## src/sv/xorshift_range_random_macros.svh

```systemverilog
// Assertion macros shared by the xorshift range random block.
`ifndef XORSHIFT_RANGE_RANDOM_MACROS_SVH
`define XORSHIFT_RANGE_RANDOM_MACROS_SVH
`ifndef ASSERT_OFF
`define XRR_ASSERT(lbl, clk, rst_n, prop, msg) \
    lbl: assert property (@(posedge clk) disable iff (!rst_n) prop) else $error(msg);
`define XRR_ASSERT_ALWAYS(lbl, clk, prop, msg) \
    lbl: assert property (@(posedge clk) prop) else $error(msg);
`else
`define XRR_ASSERT(lbl, clk, rst_n, prop, msg)
`define XRR_ASSERT_ALWAYS(lbl, clk, prop, msg)
`endif
`endif

```

## src/sv/xrr_pkg.sv

```systemverilog
// Types, constants and command structs of the xorshift range random block.
`default_nettype none
package xrr_pkg;

    localparam int SHL_A        = 21;
    localparam int SHR_B        = 35;
    localparam int SHL_C        = 4;
    localparam int STATE_W      = 64;
    localparam int WORD_W       = 32;
    localparam int VAL_W        = 31;
    localparam int MAX_ATTEMPTS = 64;
    localparam int TRY_W        = $clog2(MAX_ATTEMPTS);
    localparam int BIT_W        = $clog2(WORD_W);

    localparam logic [1:0] KIND_VALUE = 2'd0;
    localparam logic [1:0] KIND_ZERO  = 2'd1;
    localparam logic [1:0] KIND_ERROR = 2'd2;

    typedef struct packed {
        logic                      mode;
        logic signed [WORD_W-1:0]  seed_value;
        logic        [WORD_W-1:0]  time_now;
        logic signed [WORD_W-1:0]  range_min;
        logic signed [WORD_W-1:0]  range_max;
    } t_in;

    typedef struct packed {
        logic [VAL_W-1:0] value;
        logic             range_error;
    } t_out;

    typedef struct packed {
        logic       load;
        logic       seed;
        logic       step;
        logic       div;
        logic       out_load;
        logic [1:0] out_kind;
    } t_cmd;

    typedef struct packed {
        logic mode;
        logic range_bad;
        logic hit;
        logic out_busy;
    } t_status;

endpackage
`default_nettype wire

```

## src/sv/xrr_datapath.sv

```systemverilog
// Datapath: generator state, request registers, serial remainder and result register.
`default_nettype none
module xrr_datapath (
    input  wire logic            i_clk,
    input  wire logic            i_rst_n,
    input  wire xrr_pkg::t_in    i_in_data,
    input  wire xrr_pkg::t_cmd   i_cmd,
    output xrr_pkg::t_status     o_status,
    output logic                 o_out_valid,
    input  wire logic            i_out_ready,
    output xrr_pkg::t_out        o_out_data
);
    import xrr_pkg::*;

    function automatic logic [STATE_W-1:0] advance(input logic [STATE_W-1:0] s_in);
        logic [STATE_W-1:0] s;
        s = s_in;
        s = s ^ (s << SHL_A);
        s = s ^ {{SHR_B{s[STATE_W-1]}}, s[STATE_W-1:SHR_B]};
        s = s ^ (s << SHL_C);
        return s;
    endfunction

    logic [STATE_W-1:0] r_state, n_state;
    logic               r_seeded;
    logic               r_mode;
    logic [WORD_W-1:0]  r_seed;
    logic [WORD_W-1:0]  r_now;
    logic [VAL_W-1:0]   r_rmin;
    logic [VAL_W-1:0]   r_mod;
    logic               r_reseed;
    logic [WORD_W-1:0]  r_dvd;
    logic [VAL_W-1:0]   r_rem;
    logic               r_out_valid;
    t_out               r_out;

    logic [STATE_W-1:0] base;
    logic [WORD_W-1:0]  low;
    logic [WORD_W-1:0]  mag;
    logic [WORD_W-1:0]  rem_sh;
    logic [WORD_W-1:0]  mod_ext;
    logic [VAL_W-1:0]   in_rmin;
    logic [VAL_W-1:0]   in_mod;

    always_comb begin
        in_rmin = i_in_data.range_min[WORD_W-1] ? '0 : i_in_data.range_min[VAL_W-1:0];
        if (!i_in_data.range_max[WORD_W-1] && (i_in_data.range_max[VAL_W-1:0] != '1)) begin
            in_mod = i_in_data.range_max[VAL_W-1:0] + VAL_W'(1);
        end else begin
            in_mod = VAL_W'(1);
        end
    end

    always_comb begin
        base    = (r_reseed || !r_seeded) ? {{(STATE_W-WORD_W){1'b0}}, r_now} : r_state;
        n_state = advance(base);
        low     = n_state[WORD_W-1:0];
        mag     = low[WORD_W-1] ? (~low + WORD_W'(1)) : low;
        mod_ext = {1'b0, r_mod};
        rem_sh  = {r_rem, r_dvd[WORD_W-1]};
    end

    always_ff @(posedge i_clk) begin
        if (!i_rst_n) begin
            r_state  <= '0;
            r_seeded <= 1'b0;
        end else if (i_cmd.seed) begin
            r_state  <= {{(STATE_W-WORD_W){1'b0}}, r_now}
                        + {{(STATE_W-WORD_W){r_seed[WORD_W-1]}}, r_seed};
            r_seeded <= 1'b1;
        end else if (i_cmd.step) begin
            r_state  <= n_state;
            r_seeded <= 1'b1;
        end
    end

    always_ff @(posedge i_clk) begin
        if (i_cmd.load) begin
            r_mode   <= i_in_data.mode;
            r_seed   <= i_in_data.seed_value;
            r_now    <= i_in_data.time_now;
            r_rmin   <= in_rmin;
            r_mod    <= in_mod;
            r_reseed <= (i_in_data.range_max == '1);
        end
        if (i_cmd.step) begin
            r_dvd <= mag;
            r_rem <= '0;
        end else if (i_cmd.div) begin
            r_dvd <= {r_dvd[WORD_W-2:0], 1'b0};
            if (rem_sh >= mod_ext) begin
                r_rem <= VAL_W'(rem_sh - mod_ext);
            end else begin
                r_rem <= rem_sh[VAL_W-1:0];
            end
        end
    end

    always_ff @(posedge i_clk) begin
        if (!i_rst_n) begin
            r_out_valid <= 1'b0;
        end else if (i_cmd.out_load) begin
            r_out_valid <= 1'b1;
        end else if (i_out_ready) begin
            r_out_valid <= 1'b0;
        end
    end

    always_ff @(posedge i_clk) begin
        if (i_cmd.out_load) begin
            unique case (i_cmd.out_kind)
                KIND_VALUE: begin
                    r_out.value       <= r_rem;
                    r_out.range_error <= 1'b0;
                end
                KIND_ERROR: begin
                    r_out.value       <= '0;
                    r_out.range_error <= 1'b1;
                end
                default: begin
                    r_out.value       <= '0;
                    r_out.range_error <= 1'b0;
                end
            endcase
        end
    end

    assign o_status.mode      = r_mode;
    assign o_status.range_bad = (r_rmin >= r_mod);
    assign o_status.hit       = (r_rem >= r_rmin);
    assign o_status.out_busy  = r_out_valid && !i_out_ready;
    assign o_out_valid        = r_out_valid;
    assign o_out_data         = r_out;

endmodule
`default_nettype wire

```

## src/sv/xrr_controller.sv

```systemverilog
// Controller: sequences seeding, generator steps, remainder bits and retries.
`default_nettype none
`include "xorshift_range_random_macros.svh"
module xrr_controller (
    input  wire logic              i_clk,
    input  wire logic              i_rst_n,
    input  wire logic              i_in_valid,
    output logic                   o_in_ready,
    input  wire xrr_pkg::t_status  i_status,
    output xrr_pkg::t_cmd          o_cmd
);
    import xrr_pkg::*;

    localparam logic [2:0] S_IDLE   = 3'd0;
    localparam logic [2:0] S_DECIDE = 3'd1;
    localparam logic [2:0] S_STEP   = 3'd2;
    localparam logic [2:0] S_DIV    = 3'd3;
    localparam logic [2:0] S_CHECK  = 3'd4;
    localparam logic [2:0] S_FINISH = 3'd5;

    localparam logic [BIT_W-1:0] BIT_LAST = BIT_W'(WORD_W - 1);
    localparam logic [TRY_W-1:0] TRY_LAST = TRY_W'(MAX_ATTEMPTS - 1);

    logic [2:0]       r_state, n_state;
    logic [BIT_W-1:0] r_bit, n_bit;
    logic [TRY_W-1:0] r_try, n_try;
    logic [1:0]       r_kind, n_kind;

    always_comb begin
        n_state = r_state;
        n_bit   = r_bit;
        n_try   = r_try;
        n_kind  = r_kind;
        o_cmd   = '0;
        o_cmd.out_kind = r_kind;
        unique case (r_state)
            S_IDLE: begin
                if (i_in_valid) begin
                    o_cmd.load = 1'b1;
                    n_state    = S_DECIDE;
                end
            end
            S_DECIDE: begin
                n_try = '0;
                if (i_status.mode) begin
                    o_cmd.seed = 1'b1;
                    n_kind     = KIND_ZERO;
                    n_state    = S_FINISH;
                end else if (i_status.range_bad) begin
                    n_kind  = KIND_ERROR;
                    n_state = S_FINISH;
                end else begin
                    n_state = S_STEP;
                end
            end
            S_STEP: begin
                o_cmd.step = 1'b1;
                n_bit      = '0;
                n_state    = S_DIV;
            end
            S_DIV: begin
                o_cmd.div = 1'b1;
                if (r_bit == BIT_LAST) begin
                    n_state = S_CHECK;
                end else begin
                    n_bit = r_bit + BIT_W'(1);
                end
            end
            S_CHECK: begin
                if (i_status.hit) begin
                    n_kind  = KIND_VALUE;
                    n_state = S_FINISH;
                end else if (r_try == TRY_LAST) begin
                    n_kind  = KIND_ERROR;
                    n_state = S_FINISH;
                end else begin
                    n_try   = r_try + TRY_W'(1);
                    n_state = S_STEP;
                end
            end
            S_FINISH: begin
                if (!i_status.out_busy) begin
                    o_cmd.out_load = 1'b1;
                    n_state        = S_IDLE;
                end
            end
            default: begin
                n_state = S_IDLE;
            end
        endcase
    end

    always_ff @(posedge i_clk) begin
        if (!i_rst_n) begin
            r_state <= S_IDLE;
        end else begin
            r_state <= n_state;
        end
    end

    always_ff @(posedge i_clk) begin
        r_bit  <= n_bit;
        r_try  <= n_try;
        r_kind <= n_kind;
    end

    assign o_in_ready = (r_state == S_IDLE) && i_rst_n;

    `XRR_ASSERT(a_out_free, i_clk, i_rst_n, o_cmd.out_load |-> !i_status.out_busy, "result overwritten")
    `XRR_ASSERT(a_accept_decide, i_clk, i_rst_n, (i_in_valid && o_in_ready) |=> (r_state == S_DECIDE), "accepted transfer not decoded")
    `XRR_ASSERT(a_check_after_div, i_clk, i_rst_n, (r_state == S_CHECK) |-> ($past(r_state) == S_DIV && $past(r_bit) == BIT_LAST), "check before remainder finished")
    `XRR_ASSERT(a_step_origin, i_clk, i_rst_n, (r_state == S_STEP) |-> ($past(r_state) == S_DECIDE || $past(r_state) == S_CHECK), "step from wrong state")

endmodule
`default_nettype wire

```

## src/sv/xorshift_range_random.sv

```systemverilog
// Top level of the xorshift range random block.
`default_nettype none
// A seed transfer loads the 64-bit generator state with time plus the signed seed and
// returns a zero result. A draw transfer runs one or more attempts: each advances the
// xorshift state, runs the bit-serial remainder of the low word's magnitude against the
// modulus, and checks the result against the minimum. After at most 64 attempts without
// a hit the range error flag is returned; an impossible range returns the error without
// any attempt. The next transfer is taken after a result is loaded. One transfer is in
// work at a time, and a new one is taken while the previous result waits in the output
// register; the block stalls before loading its result until the waiting one is taken.
module xorshift_range_random (
    input  wire logic           i_clk,
    input  wire logic           i_rst_n,
    input  wire logic           i_in_valid,
    output logic                o_in_ready,
    input  wire xrr_pkg::t_in   i_in_data,
    output logic                o_out_valid,
    input  wire logic           i_out_ready,
    output xrr_pkg::t_out       o_out_data
);
    import xrr_pkg::*;

    t_cmd    cmd;
    t_status status;

    xrr_controller u_controller (
        .i_clk      (i_clk),
        .i_rst_n    (i_rst_n),
        .i_in_valid (i_in_valid),
        .o_in_ready (o_in_ready),
        .i_status   (status),
        .o_cmd      (cmd)
    );

    xrr_datapath u_datapath (
        .i_clk       (i_clk),
        .i_rst_n     (i_rst_n),
        .i_in_data   (i_in_data),
        .i_cmd       (cmd),
        .o_status    (status),
        .o_out_valid (o_out_valid),
        .i_out_ready (i_out_ready),
        .o_out_data  (o_out_data)
    );

endmodule
`default_nettype wire

```

## config.mk

```make
export PLATFORM = sky130hd
export DESIGN_NAME = xorshift_range_random
export DESIGN_NICKNAME = d
export VERILOG_FILES = /design/src/sv/xrr_pkg.sv /design/src/sv/xrr_datapath.sv /design/src/sv/xrr_controller.sv /design/src/sv/xorshift_range_random.sv
export VERILOG_INCLUDE_DIRS = /design/src /design/src/sv
export SDC_FILE = /design/constraint.sdc
export NUM_CORES = 1
export LEC_CHECK = 0
export ABC_AREA = 1
export BUFFER_PORTS_ARGS = -buffer_cell sky130_fd_sc_hd__buf_4
export CAP_MARGIN = 15
export CORE_MARGIN = 1.5
export CORE_UTILIZATION = 50
export CTS_CLUSTER_DIAMETER = 50
export DETAILED_ROUTE_END_ITERATION = 16
export PLACE_DENSITY_LB_ADDON = 0.15
export REMOVE_ABC_BUFFERS = 1
export SLEW_MARGIN = 20
export SYNTH_ARGS = -nofsm -noshare
export SYNTH_HDL_FRONTEND = slang
export SYNTH_SLANG_ARGS = --single-unit
export TNS_END_PERCENT = 10
```

## constraint.sdc

```tcl
create_clock -name i_clk -period 8.2 [get_ports i_clk]
set_input_delay 1.23 -clock i_clk [delete_from_list [all_inputs] [get_ports i_clk]]
set_output_delay 1.23 -clock i_clk [all_outputs]
set_load 0.02 [all_outputs]
```

=== Word-level counts from Yosys, hierarchy flattened ===
Cells that the tools add are included.

* Register bits after elaboration: 305
* Input port bits: 133
* Output and inout bits: 34
* Logic and storage cells: 104

* Add/subtract/negate cells: 6
* Magnitude comparators: 3
* Eq/ne operators: 18
* Multiplexer cells: 38
* Bitwise logic cells: 4
* Reductions and logical operators: 18

{| class="wikitable"
|+ Operators by type and width
! kind !! number
|-
| $mux W64 || 3
|-
| $xor A64 B64 Y64 || 3
|-
| $mux W32 || 3
|-
| $pmux W32 S2 || 1
|-
| $ge A31 B31 Y1 || 2
|-
| $add A33 B32 Y34 || 1
|-
| $add A32 B1 Y32 const B || 1
|-
| $eq A32 B32 Y1 const B || 1
|-
| $ge A32 B31 Y1 || 1
|-
| $not A32 Y32 || 1
|-
| $add A31 B1 Y31 const B || 1
|-
| $mux W31 || 1
|-
| $ne A31 B31 Y1 const B || 1
|-
| $sub A31 B31 Y31 || 1
|-
| $mux W3 || 7
|-
| $pmux W3 S6 || 1
|-
| $mux W1 || 12
|-
| $mux W6 || 2
|-
| $pmux W6 S2 || 1
|-
| $ne A2 B2 Y1 const B || 5
|-
| $pmux W5 S2 || 1
|-
| $reduce_bool A2 Y1 || 5
|-
| $reduce_and A3 Y1 || 3
|-
| $mux W2 || 4
|-
| other kinds (18) || 25
|}

=== Logic depth before layout (Yosys ltp) ===
Gate-level depths: netlist of run 1.

* Depth after elaboration: 10
* Gate-level depth with buffers: 21
* Depth with buffers taken out: 20

=== Hierarchy ===
From an unflattened synthesis of run 1, not the netlist that was laid out.

* Cells, all modules: 2913
* Area total of the unflattened synthesis: 21498.1 µm²

{| class="wikitable"
|+ Modules (own cells, without submodules)
! module !! instances !! cells an instance !! area an instance (µm²) !! seq. area each (µm²)
|-
| xrr_datapath || 1 || 2812 || 20588.5 || 7707.4
|-
| xrr_controller || 1 || 101 || 909.6 || 450.4
|}

=== Least setup slack after synthesis of run 1 ===
Ideal clock, no wire load.

* Path type: in2reg
* Start point: input port i_in_valid
* End point: register u_datapath.r_mod[0] (enable)
* Setup time: 0.618 ns
* Arrival time: 6.541 ns
* Required time: 7.582 ns
* Slack: 1.041 ns
* Stages: 2
* Buffers on the path: 0
* Cells stage by stage: inv_1 nor2_1

{| class="wikitable"
|+ RTL lines
! item !! line !! RTL
|-
| from (decl) || xorshift_range_random.sv:14 || <nowiki>input wire logic i_in_valid,</nowiki>
|-
| to (signal assigned) || xrr_datapath.sv:83 || <nowiki>r_mod <= in_mod;</nowiki>
|-
| to (decl) || xrr_datapath.sv:30 || <nowiki>logic [VAL_W-1:0] r_mod;</nowiki>
|}

=== Final worst setup path of run 1 ===
* Start point: register u_datapath.r_seeded
* End point: register u_datapath.r_dvd[30], data pin

* Word-level cells in the longest chain between the ends: 10

{| class="wikitable"
|+ RTL lines
! item !! line !! RTL
|-
| from (decl) || xrr_datapath.sv:25 || <nowiki>logic r_seeded;</nowiki>
|-
| from (signal assigned) || xrr_datapath.sv:66 || <nowiki>r_seeded <= 1'b0;</nowiki>
|-
| from (signal assigned) || xrr_datapath.sv:70 || <nowiki>r_seeded <= 1'b1;</nowiki>
|-
| from (signal assigned) || xrr_datapath.sv:73 || <nowiki>r_seeded <= 1'b1;</nowiki>
|-
| $logic_not A1 Y1 * || xrr_datapath.sv:55 || <nowiki>base = (r_reseed || !r_seeded) ? {{(STATE_W-WORD_W){1'b0}}, r_now} : r_state;</nowiki>
|-
| $logic_or A1 B1 Y1 * || xrr_datapath.sv:55 ||
|-
| $mux W64 * || xrr_datapath.sv:55 ||
|-
| $xor A64 B64 Y64 * || xrr_datapath.sv:18 || <nowiki>s = s ^ (s << SHL_A);</nowiki>
|-
| $xor A64 B64 Y64 * || xrr_datapath.sv:19 || <nowiki>s = s ^ {{SHR_B{s[STATE_W-1]}}, s[STATE_W-1:SHR_B]};</nowiki>
|-
| $xor A64 B64 Y64 * || xrr_datapath.sv:20 || <nowiki>s = s ^ (s << SHL_C);</nowiki>
|-
| $not A32 Y32 || xrr_datapath.sv:58 || <nowiki>mag = low[WORD_W-1] ? (~low + WORD_W'(1)) : low;</nowiki>
|-
| $add A32 B1 Y32 || xrr_datapath.sv:58 ||
|-
| $mux W32 * || xrr_datapath.sv:58 ||
|-
| $mux W32 * || xrr_datapath.sv:86 || <nowiki>if (i_cmd.step) begin</nowiki>
|-
| to (signal assigned) || xrr_datapath.sv:87 || <nowiki>r_dvd <= mag;</nowiki>
|-
| to (signal assigned) || xrr_datapath.sv:90 || <nowiki>r_dvd <= {r_dvd[WORD_W-2:0], 1'b0};</nowiki>
|-
| to (decl) || xrr_datapath.sv:32 || <nowiki>logic [WORD_W-1:0] r_dvd;</nowiki>
|}

Every way passes the cells marked *; elsewhere a longest branch is shown, timed or not.
A chain may end at the register's enable or synchronous reset.

==> results of run 1 <==
## how the worst max path moves through the flow
stage                        start                   end  slack, ps
2_1_floorplan           i_in_valid   u_datapath.r_mod[0]       1040
3_3_place_gp   u_datapath.r_seeded  u_datapath.r_dvd[30]       3980
3_5_place_dp   u_datapath.r_seeded  u_datapath.r_dvd[30]       3880
4_1_cts        u_datapath.r_seeded  u_datapath.r_dvd[30]       3840
5_1_grt        u_datapath.r_seeded  u_datapath.r_dvd[30]       3340
6_report       u_datapath.r_seeded  u_datapath.r_dvd[30]       3730
## tightest hold or removal path, delay by kind of cell, from the launching register on
family | cells | cell delay (ps)
flops | 1 | 320
compound gates | 1 | 80
simple gates | 1 | 70
## cells by family (layout without fill, tap and decap cells)
group / count (synthesis) / after routing
AOI/OAI and AO/OA: 564 / 564
xor gates and xnor gates: 68 / 68
adders and majority gates: 133 / 133
buffers and inverters: 499 / 671
DFF: 305 / 305
other: 0 / 5
and+or+nand+nor: 1488 / 1488
## report_power, final
group	internal [mW]	switching (mW)	total, mW	leakage [nW]
registers	2.24	0.397	2.64	2.76
logic	1.62	4.00	5.62	8.11
clock network	1.28	0.743	2.02	0.755
## registers in the layout, indices dropped and copies added (netlist names), 2 cells and up
signal                 flops
u_datapath.r_now          32
u_controller.r_state       3
u_datapath.r_seed         32
u_datapath.r_rem          31
u_datapath.r_state        64
u_datapath.r_mod          31
u_datapath.r_dvd          32
u_controller.r_try         6
u_controller.r_bit         5
u_controller.r_kind        2
u_datapath.o_out_data     32
u_datapath.r_rmin         31
## final cells by class
| cell class | instances | area [um^2] |
|---|---|---|
| inverter | 413 | 1550 |
| sequential | 305 | 8160 |
| antenna | 5 | 12.5 |
| clock buffer | 50 | 1160 |
| fill | 4096 | 18000 |
| tap | 585 | 732 |
| timing repair buffer | 182 | 1370 |
| clock inverter | 26 | 378 |
| multi-input combinational | 2253 | 11700 |
## cell usage after synthesis (all sizes together), types with 2 or more instances
cell type  number
a21boi          4
o22ai           5
o21a           18
or2            13
ha            131
and2            2
inv           408
nand3b         10
edfxtp        205
nor4            5
nand2         805
nor3b           8
o21ai         247
and3            4
nand4          48
dfxtp         100
o221ai          7
nor2          303
xnor2          30
o211ai          5
buf            33
clkinv          5
a21o           10
a21oi         228
clkbuf         53
a211oi          4
nor3           38
nand3         252
fa              2
o21bai         11
xor2           38
a31oi          22
## cell usage in the layout, fill, tap and decap left out, drive strengths merged, types with 8 or more instances in the layout
cell type and instances:
a31oi 22, o21a 18, clkinv 12, xor2 38, or2 13, nor3b 8, clkbuf 50, a21oi 228
nor2 303, o21bai 11, buf 182, edfxtp 205, nand3b 10, nor3 38, bufinv 8, dfxtp 100
o21ai 247, ha 131, nand3 252, xnor2 30, nand4 48, nand2 805, a21o 10, inv 417
## stage by stage
stage | cells | worst slack (ps) | hold WS [ps]
after floorplan | 2971 | 1040 | 466
after global placement | 3738 | 3980 | 495
after detailed placement | 3738 | 3880 | 503
after CTS | 3814 | 3840 | 512
after global routing | 3818 | 3340 | 537
final | 3819 | 3730 | 513
## routing by layer
metal  up-vias  share of wire
li1      10500              -
met1      9899           0.39
met2       872           0.46
met3       231          0.067
met4         0          0.079
met5         -              0
==> summary.md, run 1 <==
| Metric | Value |
|---|---|
| Status | complete, no violations |
| Post-route ant nets | 0 |
| Port Buffer Count | approximately 170 |
| EDFF count, synth | approximately 210 |
| Antenna violations before repair | 4 |
| Root buffer cell | clkbuf_16 |
| Post-DR vias/cell | 5.62 |
| Worst Path Required | 8530 ps |
| CP most frequent cell | nand2_1 |
| Worst-path maximum fanout | 57 |
| Launching point of the worst reg2reg path | u_datapath.r_seeded |
| Post-Synth Simple-Gate Area | 0.291 |
| Drt first pass iters | 6 |
| Post-Route WL | 75100 um |
| Final Slew Violations | 0 |
| Adder and majority gate portion of the synthesized area | 0.0769 |
| Min-delay src | u_datapath.r_state[0] |
| Sequential share of the synthesized area | 0.374 |
| Main area contributors after synthesis | edfxtp_1 (28%), nand2_1 (13%), dfxtp_1 (9.2%) |
| Clock-pin slew on the worst setup and hold paths | 60 ps |
| Synth Warn # | 0 |
| R2R cell count | 20 |
| Pwr dens | 411 mW/mm^2 |
| Core Area | about 0.043 mm^2 |
| Post-route clock period utilization | 0.545 |
| Fin area | 0.0250 mm^2 |
| # IOs | 167 |
| Crit. End Element | flop |
| Layout Utilization | 0.581 |
| Unrepaired setup endpoints after global routing | false |
| WP data arrival | 4800 ps |
| Worst rel slew slack | 0.326 |
| Post-synth top area share | 0.282 |
| Worst reg-to-reg setup slack | 3730 ps |
| Skew final | 22.4 ps |
| Clock buffer depth | 3 |
| Routed WL per cell | 19.7 um |
| Largest net degree at the start of global routing | 81 |
| Buf+Inv Stages, Crit Path | 3 |
| Die Width | 212 um |
| Layout cells sized above 1 | 0.0982 |
| Cts repair resizes | 0 |
| Worst-path cell chain | inv_2 -> nor2_4 -> buf_4 -> nand2_1 -> o21ai_0 -> nand2_1 -> nand2_1 -> nand2_1 -> nand2_1 -> nand2_1 -> nand2_1 -> inv_1 -> nand2_2 -> nand2_2 -> nor2_4 -> nand2_1 -> nor2_2 -> nand2_1 -> nand2_1 -> nand2_1 |
| Main synth FF type | edfxtp_1 |
| Worst setup path category | flop to flop |
| Biggest cell delay along the critical path | ~620 ps |
| Top cell type by total area after synthesis | edfxtp_1 |
| #FFs+latches synth | 305 |
| Layer with the highest usage | met2 |
| Via Count | roughly 21k |
| Syn avg cell area | roughly 7.1 um^2 |
| Mux share of post-synthesis cell area | 0 |
| Grt ovf | 0 |
| All-Layer GR Usage | 0.338 |
| GPL Wtd Cong | roughly 1 |
| Peak supply drop | between 0.3 and 0.4 mV |
| DRC errors left | 0 |
| Crit path max-delay family | simple AND/OR/NAND/NOR gates |
| Hold bufs inserted after CTS | 0 |
| Final Hold Fails | 0 |
| Synth Instances | 3057 |
| Initial Util | 0.507 |
| 1st-iter DRT viols | 1776 |
| Sink Count | 305 |
| Post-synthesis cell area | 0.0218 mm^2 |
| Setup TNS | 0 ps |
| Die H | around 210 um |
| RR Endpoint | u_datapath.r_dvd[30] |
| F_max | between 200 and 250 MHz |
| Global-route met2 utilization | 0.561 |
| Clock latency on the worst-skew pair | a little under 600 ps |
| Dpl hpwl | 59300 um |
| Met1 Resource Use GR | 0.399 |
| Post-CTS Setup Inserts | 0 |
| Total CTS buffers | 42 |
| Synth Area in Compound Gates | 0.139 |
| Dpl cell area | 0.0235 mm^2 |
| Global-route wire length before repair | 115000 um |
| Netlist cell types | 48 |
| CP Depth | 20 |
| Post-Synth XOR/XNOR Area | 0.0273 |
| Fraction of registers with async set/reset | 0 |
| Layout area overhead | 14.8% |
| Main combinational cell family by area after synthesis | simple AND/OR/NAND/NOR gates |
| H-tree depth | 2 |
| Final worst path period need | 4470 ps |
| Worst-Margin Slew | 1000 ps |
| Worst Hold Path EP | u_datapath.r_state[0] |
| Slowest-stage cell, CP | dfxtp_1 |
| Max-Cap Viols | 0 |
| TritonCTS clock tree | built |
| Hold path cells | 2 |
| Full die area | around 0.045 mm^2 |
| Final setup fails | 0 |
| Met3 usage in global routing | 0.0512 |
| Vias in the first global route | 20.9k |
| P_leak | 11.6 nW |
| Power Total | ~10 mW |
| FP Rows | 76 |
| Class of the worst hold path | flop to flop |
| CP Launch Type | flop |
| Final #Nets | roughly 3.5k |
(Power assumes the default switching activity.)
==> run 2: changes to the inputs <==
==> constraint.sdc (replaced) <==
create_clock -name i_clk -period 4.4 [get_ports i_clk]
set_input_delay 0.66 -clock i_clk [delete_from_list [all_inputs] [get_ports i_clk]]
set_output_delay 0.66 -clock i_clk [all_outputs]
set_load 0.02 [all_outputs]
==> summary.md, run 2 (synthesis results as in run 1) <==
| Metric | Value |
|---|---|
| Clock power frac | 0.179 |
| Via Count | between 20k and 25k |
| Vias in the first global route | 20.8k |
| Initial Util | 0.507 |
| CP most frequent cell | o21ai_0 |
| Port Buffer Count | 166 |
| Crit path max-delay family | compound AO/OA/AOI/OAI gates |
| Post-DR vias/cell | 5.61 |
| Worst-path cell chain | inv_1 -> ha_1 -> fa_1 -> o21ai_0 -> a21oi_1 -> o21ai_1 -> nand2_1 -> nand3_1 -> buf_4 -> inv_1 -> a21oi_1 -> o21ai_0 -> o21ai_0 |
| N_diodes | 0 |
| Final Slew Violations | 0 |
| P_int | between 9 and 10 mW |
| TritonCTS clock tree | built |
| Comb power frac | 0.559 |
| Final setup fails | 0 |
| Clock buffer depth | 3 |
| Buf+Inv Stages, Crit Path | 3 |
| Routed WL per cell | about 20 um |
| Worst-path maximum fanout | 33 |
| Switching pwr | 9.54 mW |
| CP Launch Type | flop |
| Drt first pass iters | 5 |
| Switch share | 0.507 |
| Met3 WL post-DR | 4750 um |
| Final non-filler cell total | ~3.8k |
| Layout cells sized above 1 | 0.0985 |
| Clock-pin slew on the worst setup and hold paths | ~60 ps |
| Worst Path Required | 4900 ps |
| Crit. End Element | flop |
| Final worst path period need | 3760 ps |
| Class of the worst hold path | input port to flop |
| FP Rows | 76 |
| All-Layer GR Usage | 0.337 |
| F_max | around 270 MHz |
| Largest net degree at the start of global routing | 103 |
| # IOs | 167 |
| P_leak | 11.6 nW |
| Unrepaired setup endpoints after global routing | false |
| Dpl hpwl | 59300 um |
| Die Width | around 210 um |
| Grt ovf | 0 |
| Setup TNS | 0 ps |
| Max reg flops | 64 |
| Final #Nets | 3473 |
| Global-route wire length before repair | 115000 um |
| Metal-1 WL | approximately 30000 um |
| Post-route setup slack | 640 ps |
| Pwr dens | 754 mW/mm^2 |
| Peak supply drop | 0.391 mV |
| Sink Count | 305 |
| Sequential power share | 0.262 |
| Most frequent cells in the layout | nand2_1 (782), inv_1 (402), nor2_1 (293), nand3_1 (243), o21ai_0 (234) |
| Core Area | 0.0431 mm^2 |
| Post-route clock period utilization | 0.855 |
| Worst reg-to-reg setup slack | 640 ps |
| Worst setup path category | flop to flop |
| Antenna violations before repair | 0 |
| Final Hold Fails | 0 |
| Cts repair resizes | 0 |
| Dpl cell area | 0.0236 mm^2 |
| Root buffer cell | clkbuf_16 |
| Total CTS buffers | 42 |
| Most common cell after layout, fill and taps aside | nand2_1 |
| Dpl ws | 691 ps |
| Worst-Margin Slew | a little over 800 ps |
| Layout area overhead | 14.3% |
| Met2 wire len | 36100 um |
| DP Cell Count | 3748 |
| Max-Cap Viols | 0 |
| Top Metal Used | met4 |
| Hold bufs inserted after CTS | 0 |
| Skew final | ~28 ps |
| H-tree depth | 2 |
| Slowest-stage cell, CP | edfxtp_1 |
| Biggest cell delay along the critical path | 510 ps |
| Clock latency on the worst-skew pair | 590 ps |
| Worst hold margin | 249 ps |
| Worst rel slew slack | 0.446 |
| Post-route ant nets | 0 |
| 1st-iter DRT viols | 1733 |
| Post-Route WL | between 70000 and 80000 um |
| Most flops, register | u_datapath.r_state |
| Status | complete, no violations |
| DRC errors left | 0 |
| Fin area | roughly 0.025 mm^2 |
| GPL Wtd Cong | roughly 1.1 |
| WP data arrival | about 4300 ps |
| Full die area | 0.0449 mm^2 |
| Post-CTS Setup Inserts | 0 |
| Die H | 212 um |
-- run 2: per-stage QoR --
| stage | total power, mW | util |
|---|---|---|
| floorplan | 11.8 | - |
| global placement | 15.0 | 0.547 |
| detailed placement | 15.2 | 0.547 |
| CTS | 18.6 | 0.579 |
| global route | 20.1 | 0.579 |
| finish | 18.8 | 0.579 |
-- run 2: power by group through the flow --
stage | Combinational (mW) | Sequential, mW | Clock [mW]
2_1_floorplan | 7.07 | 4.78 | 0
3_3_place_gp | 10.1 | 4.93 | 0
3_5_place_dp | 10.3 | 4.94 | 0
4_1_cts | 10.3 | 4.90 | 3.42
5_1_grt | 11.6 | 4.99 | 3.52
6_report | 10.5 | 4.92 | 3.37
-- run 2: per-layer routing --
metal,up-vias,GRT usage
met5,-,0
met4,0,0.212
met3,225,0.0463
met2,824,0.587
met1,9913,0.389
li1,10500,-
-- run 2: worst paths after layout --
path | from | to | cells past startpoint
worst max register to register | u_datapath.r_dvd[31] | u_datapath.r_rem[27] | 13
worst max-delay path | u_datapath.r_dvd[31] | u_datapath.r_rem[27] | 13
worst min-delay path | i_in_data[71] | u_datapath.r_now[7] | 1
worst min register to register | u_datapath.r_state[0] | u_datapath.r_state[0] | 2
-- run 2: cell type report --
cell class | instances | area [um^2]
Clock buffer | 50 | 1090
Clock inverter | 27 | 278
Fill cell | 4079 | 18100
Inverter | 413 | 1550
Multi-Input combinational cell | 2253 | 11700
Sequential cell | 305 | 8160
Tap cell | 585 | 732
Timing Repair Buffer | 192 | 1470
